**src/pcm_frame_downmix_assert.svh**
```systemverilog
// Assertion helpers for the frame downmix block.
// Both expect signals named clk and rst_n in the enclosing module.
`ifndef PCM_FRAME_DOWNMIX_ASSERT_SVH
`define PCM_FRAME_DOWNMIX_ASSERT_SVH

// Consequent checked in the same cycle as the antecedent.
`define PFD_ASSERT_SAME(label, ante, cons, msg) \
  label: assert property (@(posedge clk) disable iff (!rst_n) (ante) |-> (cons)) \
    else $error(msg);

// Consequent checked in the cycle after the antecedent.
`define PFD_ASSERT_NEXT(label, ante, cons, msg) \
  label: assert property (@(posedge clk) disable iff (!rst_n) (ante) |=> (cons)) \
    else $error(msg);

`endif

```
**src/pfd_pkg.sv**
```systemverilog
`default_nettype none

package pfd_pkg;

  // Sample format codes
  localparam logic [2:0] FMT_U8  = 3'd0;
  localparam logic [2:0] FMT_S16 = 3'd1;
  localparam logic [2:0] FMT_S24 = 3'd2;
  localparam logic [2:0] FMT_S32 = 3'd3;
  localparam logic [2:0] FMT_F32 = 3'd4;

  // Configuration register indexes
  localparam int unsigned CFG_IDX_W  = 1;
  localparam int unsigned CFG_DATA_W = 4;
  localparam logic [CFG_IDX_W-1:0] CFG_SAMPLE_FORMAT = 1'd0;
  localparam logic [CFG_IDX_W-1:0] CFG_CHANNEL_COUNT = 1'd1;

  // Register reset values
  localparam logic [2:0] FMT_RESET   = FMT_S16;
  localparam logic [3:0] CHAN_RESET  = 4'd1;

  // Controller to datapath
  typedef struct packed {
    logic take_sample;
    logic add_sample;
    logic load_div;
    logic div_step;
    logic apply_sign;
    logic push;
  } pfd_cmd_t;

  // Datapath to controller
  typedef struct packed {
    logic frame_last;
    logic div_last;
  } pfd_sts_t;

endpackage

`default_nettype wire

```
**src/pfd_ctrl.sv**
```systemverilog
`default_nettype none

`include "pcm_frame_downmix_assert.svh"

module pfd_ctrl (
  input  logic              clk,
  input  logic              rst_n,
  input  logic              in_valid,
  output logic              in_ready,
  output logic              out_valid,
  input  logic              out_ready,
  input  pfd_pkg::pfd_sts_t sts,
  output pfd_pkg::pfd_cmd_t cmd
);
  import pfd_pkg::*;

  localparam logic [2:0] ST_IDLE = 3'd0;
  localparam logic [2:0] ST_ADD  = 3'd1;
  localparam logic [2:0] ST_LOAD = 3'd2;
  localparam logic [2:0] ST_DIV  = 3'd3;
  localparam logic [2:0] ST_SIGN = 3'd4;
  localparam logic [2:0] ST_PUSH = 3'd5;

  logic [2:0] state_r, state_nxt;
  logic       out_valid_r, out_valid_nxt;
  logic       push_ok;

  assign push_ok   = !out_valid_r || out_ready;
  assign out_valid = out_valid_r;

  always_comb begin
    state_nxt = state_r;
    cmd       = '0;
    in_ready  = 1'b0;
    unique case (state_r)
      ST_IDLE: begin
        in_ready = 1'b1;
        if (in_valid) begin
          cmd.take_sample = 1'b1;
          state_nxt       = ST_ADD;
        end
      end
      ST_ADD: begin
        cmd.add_sample = 1'b1;
        state_nxt      = sts.frame_last ? ST_LOAD : ST_IDLE;
      end
      ST_LOAD: begin
        cmd.load_div = 1'b1;
        state_nxt    = ST_DIV;
      end
      ST_DIV: begin
        cmd.div_step = 1'b1;
        if (sts.div_last) begin
          state_nxt = ST_SIGN;
        end
      end
      ST_SIGN: begin
        cmd.apply_sign = 1'b1;
        state_nxt      = ST_PUSH;
      end
      ST_PUSH: begin
        if (push_ok) begin
          cmd.push  = 1'b1;
          state_nxt = ST_IDLE;
        end
      end
      default: begin
        state_nxt = ST_IDLE;
      end
    endcase
  end

  always_comb begin
    priority if (cmd.push) begin
      out_valid_nxt = 1'b1;
    end else if (out_ready) begin
      out_valid_nxt = 1'b0;
    end else begin
      out_valid_nxt = out_valid_r;
    end
  end

  always_ff @(posedge clk) begin
    if (!rst_n) begin
      state_r     <= ST_IDLE;
      out_valid_r <= 1'b0;
    end else begin
      state_r     <= state_nxt;
      out_valid_r <= out_valid_nxt;
    end
  end

  `PFD_ASSERT_NEXT(a_push_waits, state_r == ST_PUSH && out_valid_r && !out_ready,
                   state_r == ST_PUSH && out_valid_r, "result pushed over a pending transfer")
  `PFD_ASSERT_NEXT(a_last_loads, state_r == ST_ADD && sts.frame_last,
                   state_r == ST_LOAD, "frame end did not start the divide")
  `PFD_ASSERT_SAME(a_no_take_busy, state_r != ST_IDLE,
                   !in_ready && !cmd.take_sample, "sample taken while busy")

endmodule

`default_nettype wire

```
**src/pfd_dpath.sv**
```systemverilog
`default_nettype none

`include "pcm_frame_downmix_assert.svh"

module pfd_dpath #(
  parameter int MAX_CHANNELS = 8
) (
  input  logic                              clk,
  input  logic                              rst_n,
  input  pfd_pkg::pfd_cmd_t                 cmd,
  output pfd_pkg::pfd_sts_t                 sts,
  input  logic                              cfg_we,
  input  logic [pfd_pkg::CFG_IDX_W-1:0]     cfg_index,
  input  logic [pfd_pkg::CFG_DATA_W-1:0]    cfg_wdata,
  input  logic [31:0]                       in_sample_word,
  output logic signed [31:0]                out_mono_sample,
  output logic                              out_bad_frame
);
  import pfd_pkg::*;

  localparam int CNT_W  = $clog2(MAX_CHANNELS + 1);
  localparam int SUM_W  = 33 + $clog2(MAX_CHANNELS);
  localparam int STEP_W = $clog2(SUM_W + 1);
  localparam logic [4:0] MAX_C = 5'(MAX_CHANNELS);

  // Configuration
  logic [2:0]       fmt_r;
  logic [3:0]       chan_r;
  logic [CNT_W-1:0] n_eff;

  // Accumulation
  logic signed [31:0]      conv_val, conv_r;
  logic                    conv_bad, conv_bad_r;
  logic signed [SUM_W-1:0] sum_r, sum_nxt;
  logic                    bad_r;
  logic [CNT_W-1:0]        pos_r;
  logic [CNT_W:0]          pos_inc;

  // Divide
  logic [CNT_W-1:0]  div_r, rem_r;
  logic [SUM_W-1:0]  quo_r;
  logic [STEP_W-1:0] step_r;
  logic              neg_r, bad_div_r;
  logic [CNT_W:0]    trial, diff;
  logic              ge;

  // Output
  logic signed [31:0] mono_r, sat_val;
  logic               bad_out_r;
  logic [SUM_W-32:0]  hi_bits;

  // Float decode
  logic [7:0]  f_exp, f_exp_eff, f_rsh;
  logic [30:0] f_ext;
  logic [31:0] f_mag;
  logic [31:0] f_val;

  always_comb begin
    if (chan_r == 4'd0) begin
      n_eff = CNT_W'(1);
    end else if ({1'b0, chan_r} > MAX_C) begin
      n_eff = CNT_W'(MAX_C);
    end else begin
      n_eff = CNT_W'(chan_r);
    end
  end

  // Float32 to Q2.30: one right shift of the mantissa aligned at 2^7
  always_comb begin
    f_exp     = in_sample_word[30:23];
    f_exp_eff = (f_exp == 8'd0) ? 8'd1 : f_exp;
    f_ext     = {(f_exp != 8'd0), in_sample_word[22:0], 7'd0};
    f_rsh     = 8'd127 - f_exp_eff;
    if (f_exp_eff >= 8'd128) begin
      f_mag = 32'h8000_0000;
    end else begin
      f_mag = {1'b0, f_ext >> f_rsh};
    end
    if (in_sample_word[31]) begin
      f_val = -f_mag;
    end else if (f_mag[31]) begin
      f_val = 32'h7fff_ffff;
    end else begin
      f_val = f_mag;
    end
  end

  always_comb begin
    conv_bad = 1'b0;
    unique case (fmt_r)
      FMT_U8:  conv_val = {~in_sample_word[7], ~in_sample_word[7], in_sample_word[6:0], 23'd0};
      FMT_S16: conv_val = {in_sample_word[15], in_sample_word[15:0], 15'd0};
      FMT_S24: conv_val = {in_sample_word[23], in_sample_word[23:0], 7'd0};
      FMT_S32: conv_val = {in_sample_word[31], in_sample_word[31:1]};
      FMT_F32: begin
        if (f_exp == 8'hff) begin
          conv_val = '0;
          conv_bad = 1'b1;
        end else begin
          conv_val = f_val;
        end
      end
      default: conv_val = '0;
    endcase
  end

  assign sum_nxt        = sum_r + {{(SUM_W-32){conv_r[31]}}, conv_r};
  assign pos_inc        = {1'b0, pos_r} + (CNT_W+1)'(1);
  assign sts.frame_last = pos_inc >= {1'b0, n_eff};

  // Restoring divide, one quotient bit per step
  assign trial        = {rem_r, quo_r[SUM_W-1]};
  assign ge           = trial >= {1'b0, div_r};
  assign diff         = trial - {1'b0, div_r};
  assign sts.div_last = step_r == STEP_W'(1);

  assign hi_bits = quo_r[SUM_W-1:31];
  always_comb begin
    if (&hi_bits || ~|hi_bits) begin
      sat_val = quo_r[31:0];
    end else if (quo_r[SUM_W-1]) begin
      sat_val = 32'sh8000_0000;
    end else begin
      sat_val = 32'sh7fff_ffff;
    end
  end

  always_ff @(posedge clk) begin
    if (!rst_n) begin
      fmt_r  <= FMT_RESET;
      chan_r <= CHAN_RESET;
    end else if (cfg_we) begin
      if (cfg_index == CFG_SAMPLE_FORMAT) begin
        fmt_r <= cfg_wdata[2:0];
      end
      if (cfg_index == CFG_CHANNEL_COUNT) begin
        chan_r <= cfg_wdata[3:0];
      end
    end
  end

  always_ff @(posedge clk) begin
    if (!rst_n) begin
      sum_r <= '0;
      bad_r <= 1'b0;
      pos_r <= '0;
    end else if (cmd.add_sample) begin
      sum_r <= sum_nxt;
      bad_r <= bad_r | conv_bad_r;
      pos_r <= sts.frame_last ? '0 : pos_inc[CNT_W-1:0];
    end else if (cmd.load_div) begin
      sum_r <= '0;
      bad_r <= 1'b0;
    end
  end

  always_ff @(posedge clk) begin
    if (cmd.take_sample) begin
      conv_r     <= conv_val;
      conv_bad_r <= conv_bad;
    end
    if (cmd.add_sample && sts.frame_last) begin
      div_r <= n_eff;
    end
    if (cmd.load_div) begin
      neg_r     <= sum_r[SUM_W-1];
      quo_r     <= sum_r[SUM_W-1] ? -sum_r : sum_r;
      rem_r     <= '0;
      step_r    <= STEP_W'(SUM_W);
      bad_div_r <= bad_r;
    end else if (cmd.div_step) begin
      rem_r  <= ge ? diff[CNT_W-1:0] : trial[CNT_W-1:0];
      quo_r  <= {quo_r[SUM_W-2:0], ge};
      step_r <= step_r - STEP_W'(1);
    end else if (cmd.apply_sign && neg_r) begin
      quo_r <= -quo_r;
    end
    if (cmd.push) begin
      mono_r    <= sat_val;
      bad_out_r <= bad_div_r;
    end
  end

  assign out_mono_sample = mono_r;
  assign out_bad_frame   = bad_out_r;

  `PFD_ASSERT_SAME(a_rem_below_div, cmd.div_step,
                   div_r != '0 && rem_r < div_r, "divide remainder out of range")
  `PFD_ASSERT_NEXT(a_frame_restart, cmd.add_sample && sts.frame_last,
                   pos_r == '0, "channel position not restarted at frame end")

endmodule

`default_nettype wire

```
**src/pcm_frame_downmix.sv**
```systemverilog
// Result valid once a frame's last sample is added, divided (SUM_W quotient bits, SUM_W =
//   33 + clog2(MAX_CHANNELS)), signed and pushed; later if out is stalled.
// A new sample is taken only after the last one is added, and a new frame only after the
//   result is pushed; the divide by the channel count yields one quotient bit per cycle.
// Reset (rst_n, synchronous): format s16, one channel, empty frame sum, no result pending.
`default_nettype none

module pcm_frame_downmix #(
  parameter int MAX_CHANNELS = 8
) (
  input  logic                           clk,
  input  logic                           rst_n,
  // Sample input
  input  logic                           in_valid,
  output logic                           in_ready,
  input  logic [31:0]                    in_sample_word,
  // Mono result
  output logic                           out_valid,
  input  logic                           out_ready,
  output logic signed [31:0]             out_mono_sample,
  output logic                           out_bad_frame,
  // Register writes
  input  logic                           cfg_valid,
  output logic                           cfg_ready,
  input  logic [pfd_pkg::CFG_IDX_W-1:0]  cfg_index,
  input  logic [pfd_pkg::CFG_DATA_W-1:0] cfg_wdata
);
  import pfd_pkg::*;

  pfd_cmd_t cmd;
  pfd_sts_t sts;

  // Registers take a write in any cycle; it is up to software that it only writes between
  // frames or with no result outstanding; the block itself does not enforce this.
  assign cfg_ready = 1'b1;

  // Controller: one sample transfer, then the add; at frame end it runs the
  // load / divide / sign / push sequence and holds the result until its transfer.
  pfd_ctrl u_ctrl (
    .clk       (clk),
    .rst_n     (rst_n),
    .in_valid  (in_valid),
    .in_ready  (in_ready),
    .out_valid (out_valid),
    .out_ready (out_ready),
    .sts       (sts),
    .cmd       (cmd)
  );

  // Datapath: format conversion to Q2.30, frame accumulator, serial divider
  // and the saturating output register.
  pfd_dpath #(
    .MAX_CHANNELS (MAX_CHANNELS)
  ) u_dpath (
    .clk             (clk),
    .rst_n           (rst_n),
    .cmd             (cmd),
    .sts             (sts),
    .cfg_we          (cfg_valid),
    .cfg_index       (cfg_index),
    .cfg_wdata       (cfg_wdata),
    .in_sample_word  (in_sample_word),
    .out_mono_sample (out_mono_sample),
    .out_bad_frame   (out_bad_frame)
  );

endmodule

`default_nettype wire
```
**config.mk**
```make
export PLATFORM = sky130hd
export DESIGN_NAME = pcm_frame_downmix
export DESIGN_NICKNAME = d
export VERILOG_FILES = /design/src/pfd_pkg.sv /design/src/pfd_ctrl.sv /design/src/pfd_dpath.sv /design/src/pcm_frame_downmix.sv
export VERILOG_INCLUDE_DIRS = /design/src /design/src/src
export SDC_FILE = /design/constraint.sdc
export NUM_CORES = 1
export LEC_CHECK = 0
export ABC_AREA = 1
export BUFFER_PORTS_ARGS = -buffer_cell sky130_fd_sc_hd__buf_2
export CAP_MARGIN = 10
export CORE_ASPECT_RATIO = 0.9
export CORE_MARGIN = 5
export CORE_UTILIZATION = 55
export DETAILED_ROUTE_END_ITERATION = 6
export MAX_ROUTING_LAYER = met4
export PLACE_DENSITY = 0.73
export SYNTH_ARGS = -nofsm -noshare
export SYNTH_HDL_FRONTEND = slang
export SYNTH_SLANG_ARGS = --single-unit
```
**constraint.sdc**
```tcl
create_clock -name clk -period 5.5 [get_ports clk]
set_clock_uncertainty 0.1 [all_clocks]
set_input_delay 0.55 -clock clk [delete_from_list [all_inputs] [get_ports clk]]
set_output_delay 0.55 -clock clk [all_outputs]
set_load 0.05 [all_outputs]
```
# After elaboration in Yosys (flattened, before gate mapping)
# Cells that the tools add are included.
[word_totals]
regBits = 170
input_bits = 42
wordCells = 103
[classes]
add_sub_neg = 8
order_cmp = 4
eq_ne = 14
shifts = 1
mux = 37
n_bitwise = 3
reduce_logical = 19
[ops]
columns = ["operator", "count"]
rows = [
  ["$mux 36", 6],
  ["$mux 32", 5],
  ["$pmux 32 s5", 1],
  ["$neg 36->36", 2],
  ["$add 36x36->36", 1],
  ["$neg 32->32", 1],
  ["$mux 31", 1],
  ["$shr 31x8->31", 1],
  ["$pmux 3 s6", 1],
  ["$mux 4", 4],
  ["$mux 1", 14],
  ["$eq 3x2->1 const B", 4],
  ["$ge 5x4->1", 2],
  ["$eq 3x3->1 const B", 3],
  ["$mux 3", 3],
  ["$eq 8x8->1 const B", 1],
  ["$ge 8x8->1 const B", 1],
  ["$logic_not 8->1", 1],
  ["$mux 8", 1],
  ["$reduce_bool 8->1", 1],
  ["$sub 7x8->8 const A", 1],
  ["$eq 3x1->1 const B", 2],
  ["$eq 6x1->1 const B", 1],
  ["$logic_not 3->1", 2],
  ["19 further kinds", 26],
]

# Logic depth before layout (Yosys ltp)
[depth]
depth_word = 9
mapped_depth = 25

# Modules after synthesis
# A second synthesis with hierarchy kept.
[unflattened]
hier_cells = 2075
hier_area_um2 = 13839.5
[by_module_without_submodules]
columns = ["mod", "instances", "cells_each", "area_each_um2", "seq_area_each_um2"]
rows = [
  ["pfd_dpath", 1, 2027, 13555.5, 4404.2],
  ["pfd_ctrl", 1, 46, 272.8, 80.1],
  ["pcm_frame_downmix", 1, 2, 11.3, 0.0],
]

# Worst setup path after synthesis
# No wires, ideal clock.
[synth_path]
path_type = "flip-flop to flip-flop"
start = "register u_ctrl.out_valid_r (netlist: u_ctrl.out_valid)"
end = "register u_dpath.bad_out_r (netlist: u_dpath.out_bad_frame), enable pin"
setup_time_ps = 506
arrival_time_ps = 3779
required_ps = 4894
slack_ps = 1115
path_stages_with_launch = 4
n_path_buf = 0
path_cell_list = "dfxtp_1 -> inv_1 -> nor2_1 -> nor4_1"
[synth_rtl]
columns = ["element", "line_no", "rtl"]
rows = [
  ["start, declared", "pfd_ctrl.sv:25", "logic out_valid_r, out_valid_nxt;"],
  ["start signal, assigned", "pfd_ctrl.sv:89", "out_valid_r <= out_valid_nxt;"],
  ["end signal, assigned", "pfd_dpath.sv:180", "bad_out_r <= bad_div_r;"],
  ["end, declared", "pfd_dpath.sv:49", "logic bad_out_r;"],
]

# Worst setup path in the final report
[layout_path]
start = "input in_sample_word[24]"
end = "register u_dpath.conv_r[12], data pin"
[layout_via]
elab_chain_len = 9
word_cells_on_any_way = 13
cone_classes = "2 x add/sub; 1 x order compare; 1 x eq/ne; 1 x shift; 6 x mux; 2 x reduce/logical"
[layout_rtl]
columns = ["element", "line_no", "rtl"]
rows = [
  ["start, declared", "pcm_frame_downmix.sv:16", "input logic [31:0] in_sample_word,"],
  ["$logic_not 8->1", "pfd_dpath.sv:71", "f_exp_eff = (f_exp == 8'd0) ? 8'd1 : f_exp;"],
  ["$mux 8", "pfd_dpath.sv:71", ""],
  ["$sub 7x8->8", "pfd_dpath.sv:73", "f_rsh = 8'd127 - f_exp_eff;"],
  ["$shr 31x8->31", "pfd_dpath.sv:77", "f_mag = {1'b0, f_ext >> f_rsh};"],
  ["$mux 32", "pfd_dpath.sv:74", "if (f_exp_eff >= 8'd128) begin"],
  ["$neg 32->32 or $mux 31 (tied branches)", "pfd_dpath.sv:80, pfd_dpath.sv:81", ""],
  ["$mux 32", "pfd_dpath.sv:79", "if (in_sample_word[31]) begin"],
  ["$mux 32 *", "pfd_dpath.sv:96", "if (f_exp == 8'hff) begin"],
  ["$pmux 32 s5 *", "pfd_dpath.sv:90", "unique case (fmt_r)"],
  ["end signal, assigned", "pfd_dpath.sv:159", "conv_r <= conv_val;"],
  ["end, declared", "pfd_dpath.sv:32", "logic signed [31:0] conv_val, conv_r;"],
]
# Every way passes the cells marked *; elsewhere a longest branch is shown, timed or not.
# A chain may end at the register's enable or synchronous reset.

==> results.md <==
- Syn_area_per_cell: between 6 and 7 um^2
- Hold EP: u_dpath.fmt_r[0]
- Via density: 6.01
- Met3 global-route usage: 4.28%
- Core area: 0.0243 mm^2
- Largest net degree at the start of global routing: 51
- Final WL: 43.3 mm
- Antenna violations before repair: 0
- Postcts setup bufs: 0
- Leakage power: 6.69 nW
- Root buffer cell: clkbuf_16
- Sequential area share after synthesis: around a third
- Type of origin of the critical path: input port
- Setup WS pre-CTS: 0.955 ns
- Share of cells above drive strength 1: 10.4%
- Area growth, synth to finish: 8.80%
- CTS resizes: 0
- Std cell rows: 54
- Max cap viols: 0
- Top cell type's share of synthesized area: 23.9%
- Tcrit/Tclk final: 77.5%
- Met1 usage: 39.9%
- Final core occ: 60.8%
- Post-synth ARST share: 0%
- Reg2Reg Depth: 8
- Drt initial violations: 1,695
- Final hold viol count: 0
- CTS tree: built
- Syn Nets: 2,072
- Post-DR wirelength/cell: roughly 19 um
- Clock Pin Slew Worst Setup and Hold Paths: 0.08 ns
- Initial Util: 55.9%
- Slew headroom: ~28%
- First-pass GRT wire length: 69.1 mm
- Worst vdd ir: 0.167 mV
- Via total after detailed routing: between 10,000 and 15,000
- Max Root-Sink Buffers: 2
- Synth area leaders: edfxtp_1, nand2_1, dfxtp_1, nand3_1, a21oi_1
- Post-Place Cell Area: 0.0141 mm^2
- Met2 Use GR: about half
- Clock Latency Late Sink: 0.43 ns
- Distinct cells, synth: 60
- Worst Path Required: ~5.6 ns
- Design area: 0.0147 mm^2
- Critical Path AT: 4.31 ns
- Drt drc: 0
- Cts-stage hold buffer count: 0
- Die Height: 159 um
- Nets: 2,105
- Critical setup path kind: in2reg
- Vias in the first global route: 13,100
- Fin crit period: between 4 and 5 ns
- Post-synth EDFFs: about 110
- Slack of the critical path: around 1.2 ns
- Post-route ant nets: 0
- Register-to-register setup slack: roughly 1.8 ns
- Endpoints failing setup: 0
- Ys Warns: 0
- Pwr Density: 386 mW/mm^2
- H-tree depth: 4
- Leading area contributor after synthesis: edfxtp_1
- Initial DRT Pass Iterations: 6
- Hold/Removal Path Class: in2reg
- Synth Flop Type: edfxtp_1
- # port buffers: 76
- Post-DP HPWL: about 33 mm
- WHS Path Cells: 3
- Clock sink count: 170
- Most crowded layer after global routing: met2
- Achievable Freq: 235 MHz
- Synthesized area: approximately 0.014 mm^2
- RSZ-0062 raised after global routing: false
- Post-synthesis register bit count: 170
- Antenna fix cells: 0
- Die area: around 0.028 mm^2
- Hold path startpoint: cfg_wdata[0]
- Cts bufs inserted: 17
- Fillcell total: between 2,000 and 2,500
- Max Slew Vio Count: 0
- Die X: approximately 180 um
- Worst-Margin Slew: 1.07 ns
- Gr usage total: 31.6%
- Critical-path maximum fanout: 30
- Placer Congestion: 1.01
- Reg2reg start: u_ctrl.state_r[0]
- Syn Inst Count: 1,979
- Status: complete, no violations
- Grt ovf: 0
- # IOs: 78
- Final setup TNS: 0 ns
- Setup crit end kind: flip-flop
- RR Endpoint: u_dpath.quo_r[9]
## cell type report
class	count	area, um^2	area share [%]
Sequential cell	170	4480	30.4
Clock inverter	15	195	1.32
Clock buffer	17	425	2.89
Inverter	221	830	5.63
Timing Repair Buffer	91	513	3.48
Multi-Input combinational cell	1511	7910	53.7
Tap cell	308	385	2.61
## Yosys cell counts, types with 10 or more instances
master and instances:
o22ai_1 18, nand2_2 17, clkbuf_1 49, a221oi_1 10, o21ai_1 14, o221ai_1 12
inv_2 14, nand3b_1 16, nand3_1 247, edfxtp_1 108, nand4_1 28, nor3_1 26
a21oi_1 179, dfxtp_1 62, nand2_1 413, inv_1 203, nor2_2 15, buf_2 16
nor2_1 174, o21ai_0 163, a31oi_1 16, xor2_1 27, ha_1 49
## state kept, by name, indices dropped and copies added (netlist names)
register,count
u_ctrl.out_valid,1
u_ctrl.state_r,3
u_dpath.bad_div_r,1
u_dpath.bad_r,1
u_dpath.chan_r,4
u_dpath.conv_bad_r,1
u_dpath.conv_r,32
u_dpath.div_r,4
u_dpath.fmt_r,3
u_dpath.neg_r,1
u_dpath.out_bad_frame,1
u_dpath.out_mono_sample,32
u_dpath.pos_r,4
u_dpath.quo_r,36
u_dpath.rem_r,4
u_dpath.step_r,6
u_dpath.sum_r,36
## where the power goes
| part | leakage [nW] | total [W] | internal [W] | switching (W) |
|---|---|---|---|---|
| Combinational | 4.89 | 0.00245 | 0.000779 | 0.00167 |
| Sequential | 1.51 | 0.00199 | 0.00172 | 0.000268 |
| Clock | 0.295 | 0.00125 | 0.000624 | 0.000628 |
| Total | 6.69 | 0.00569 | 0.00313 | 0.00257 |
## cells in the final DEF (no fill, tap or decap), drive strengths merged, types with 2 or more instances in the layout
cell type,n
a21boi,5
a21o,7
a21oi,179
a221oi,10
a22oi,4
a31oi,16
buf,91
clkbuf,17
clkinv,12
dfxtp,62
edfxtp,108
fa,2
ha,49
inv,223
mux2i,2
nand2,434
nand3,255
nand3b,16
nand4,29
nor2,194
nor3,33
nor4,7
o211ai,4
o21a,3
o21ai,179
o21bai,2
o221ai,12
o22ai,18
o31ai,7
or2,8
xor2,27
## cell families after synthesis
logic type               count (synthesis)  share of synthesized area (%)
XOR/XNOR                                28                           1.81
multiplexers                             2                          0.148
AO/OA/AOI/OAI                          450                           18.4
buffers and inverters                  298                           8.71
flip-flops                             170                           33.1
adder cells (fa/ha/maj)                 51                           4.82
AND/OR/NAND/NOR                        979                           33.0
other                                    1                         0.0277
## worst max-delay path by stage
stage                  startpoint               endpoint  slack, ns  depth (start not counted)
2_1_floorplan    u_ctrl.out_valid  u_dpath.out_bad_frame       1.12                          3
3_3_place_gp   in_sample_word[24]     u_dpath.conv_r[12]       0.96                         20
3_5_place_dp   in_sample_word[24]     u_dpath.conv_r[12]       0.96                         20
4_1_cts        in_sample_word[24]     u_dpath.conv_r[12]       1.41                         20
5_1_grt        in_sample_word[24]     u_dpath.conv_r[12]       0.90                         20
6_report       in_sample_word[24]     u_dpath.conv_r[12]       1.24                         20
## critical path, stage by stage
cell and delay [ns]:
buf_2 0.28, inv_2 0.51, nand2_2 0.17, o21ai_4 0.62, nand2_1 0.17, nand2_1 0.10, nand2_1 0.06, nand2_1 0.08
nand2_1 0.05, nand2_1 0.12, nand2_1 0.06, nand2_1 0.08, nand2_1 0.04, nand3_1 0.17, ha_1 0.28, nand3_4 0.12
nand2_4 0.10, nand3_2 0.12, o31ai_1 0.51, nand2_1 0.12
## layer usage
| layer | wire, um | share of wire (%) | vias up |
|---|---|---|---|
| met5 | 0 | 0 | - |
| met3 | 3430 | 7.9 | 128 |
| li1 | - | - | 6865 |
| met1 | 17800 | 41 | 6317 |
| met4 | 2000 | 4.6 | 0 |
| met2 | 20100 | 46 | 711 |
## through the flow
step / power (W) / hold slack, ns / instances
floorplan: 0.00378 / 0.300 / 1979
global placement: 0.00433 / 0.313 / 2300
detailed placement: 0.00440 / 0.324 / 2300
CTS: 0.00566 / 0.245 / 2332
global route: 0.00613 / 0.258 / 2333
finish: 0.00569 / 0.255 / 2333
No activity file was read; power rests on OpenSTA's default activity.
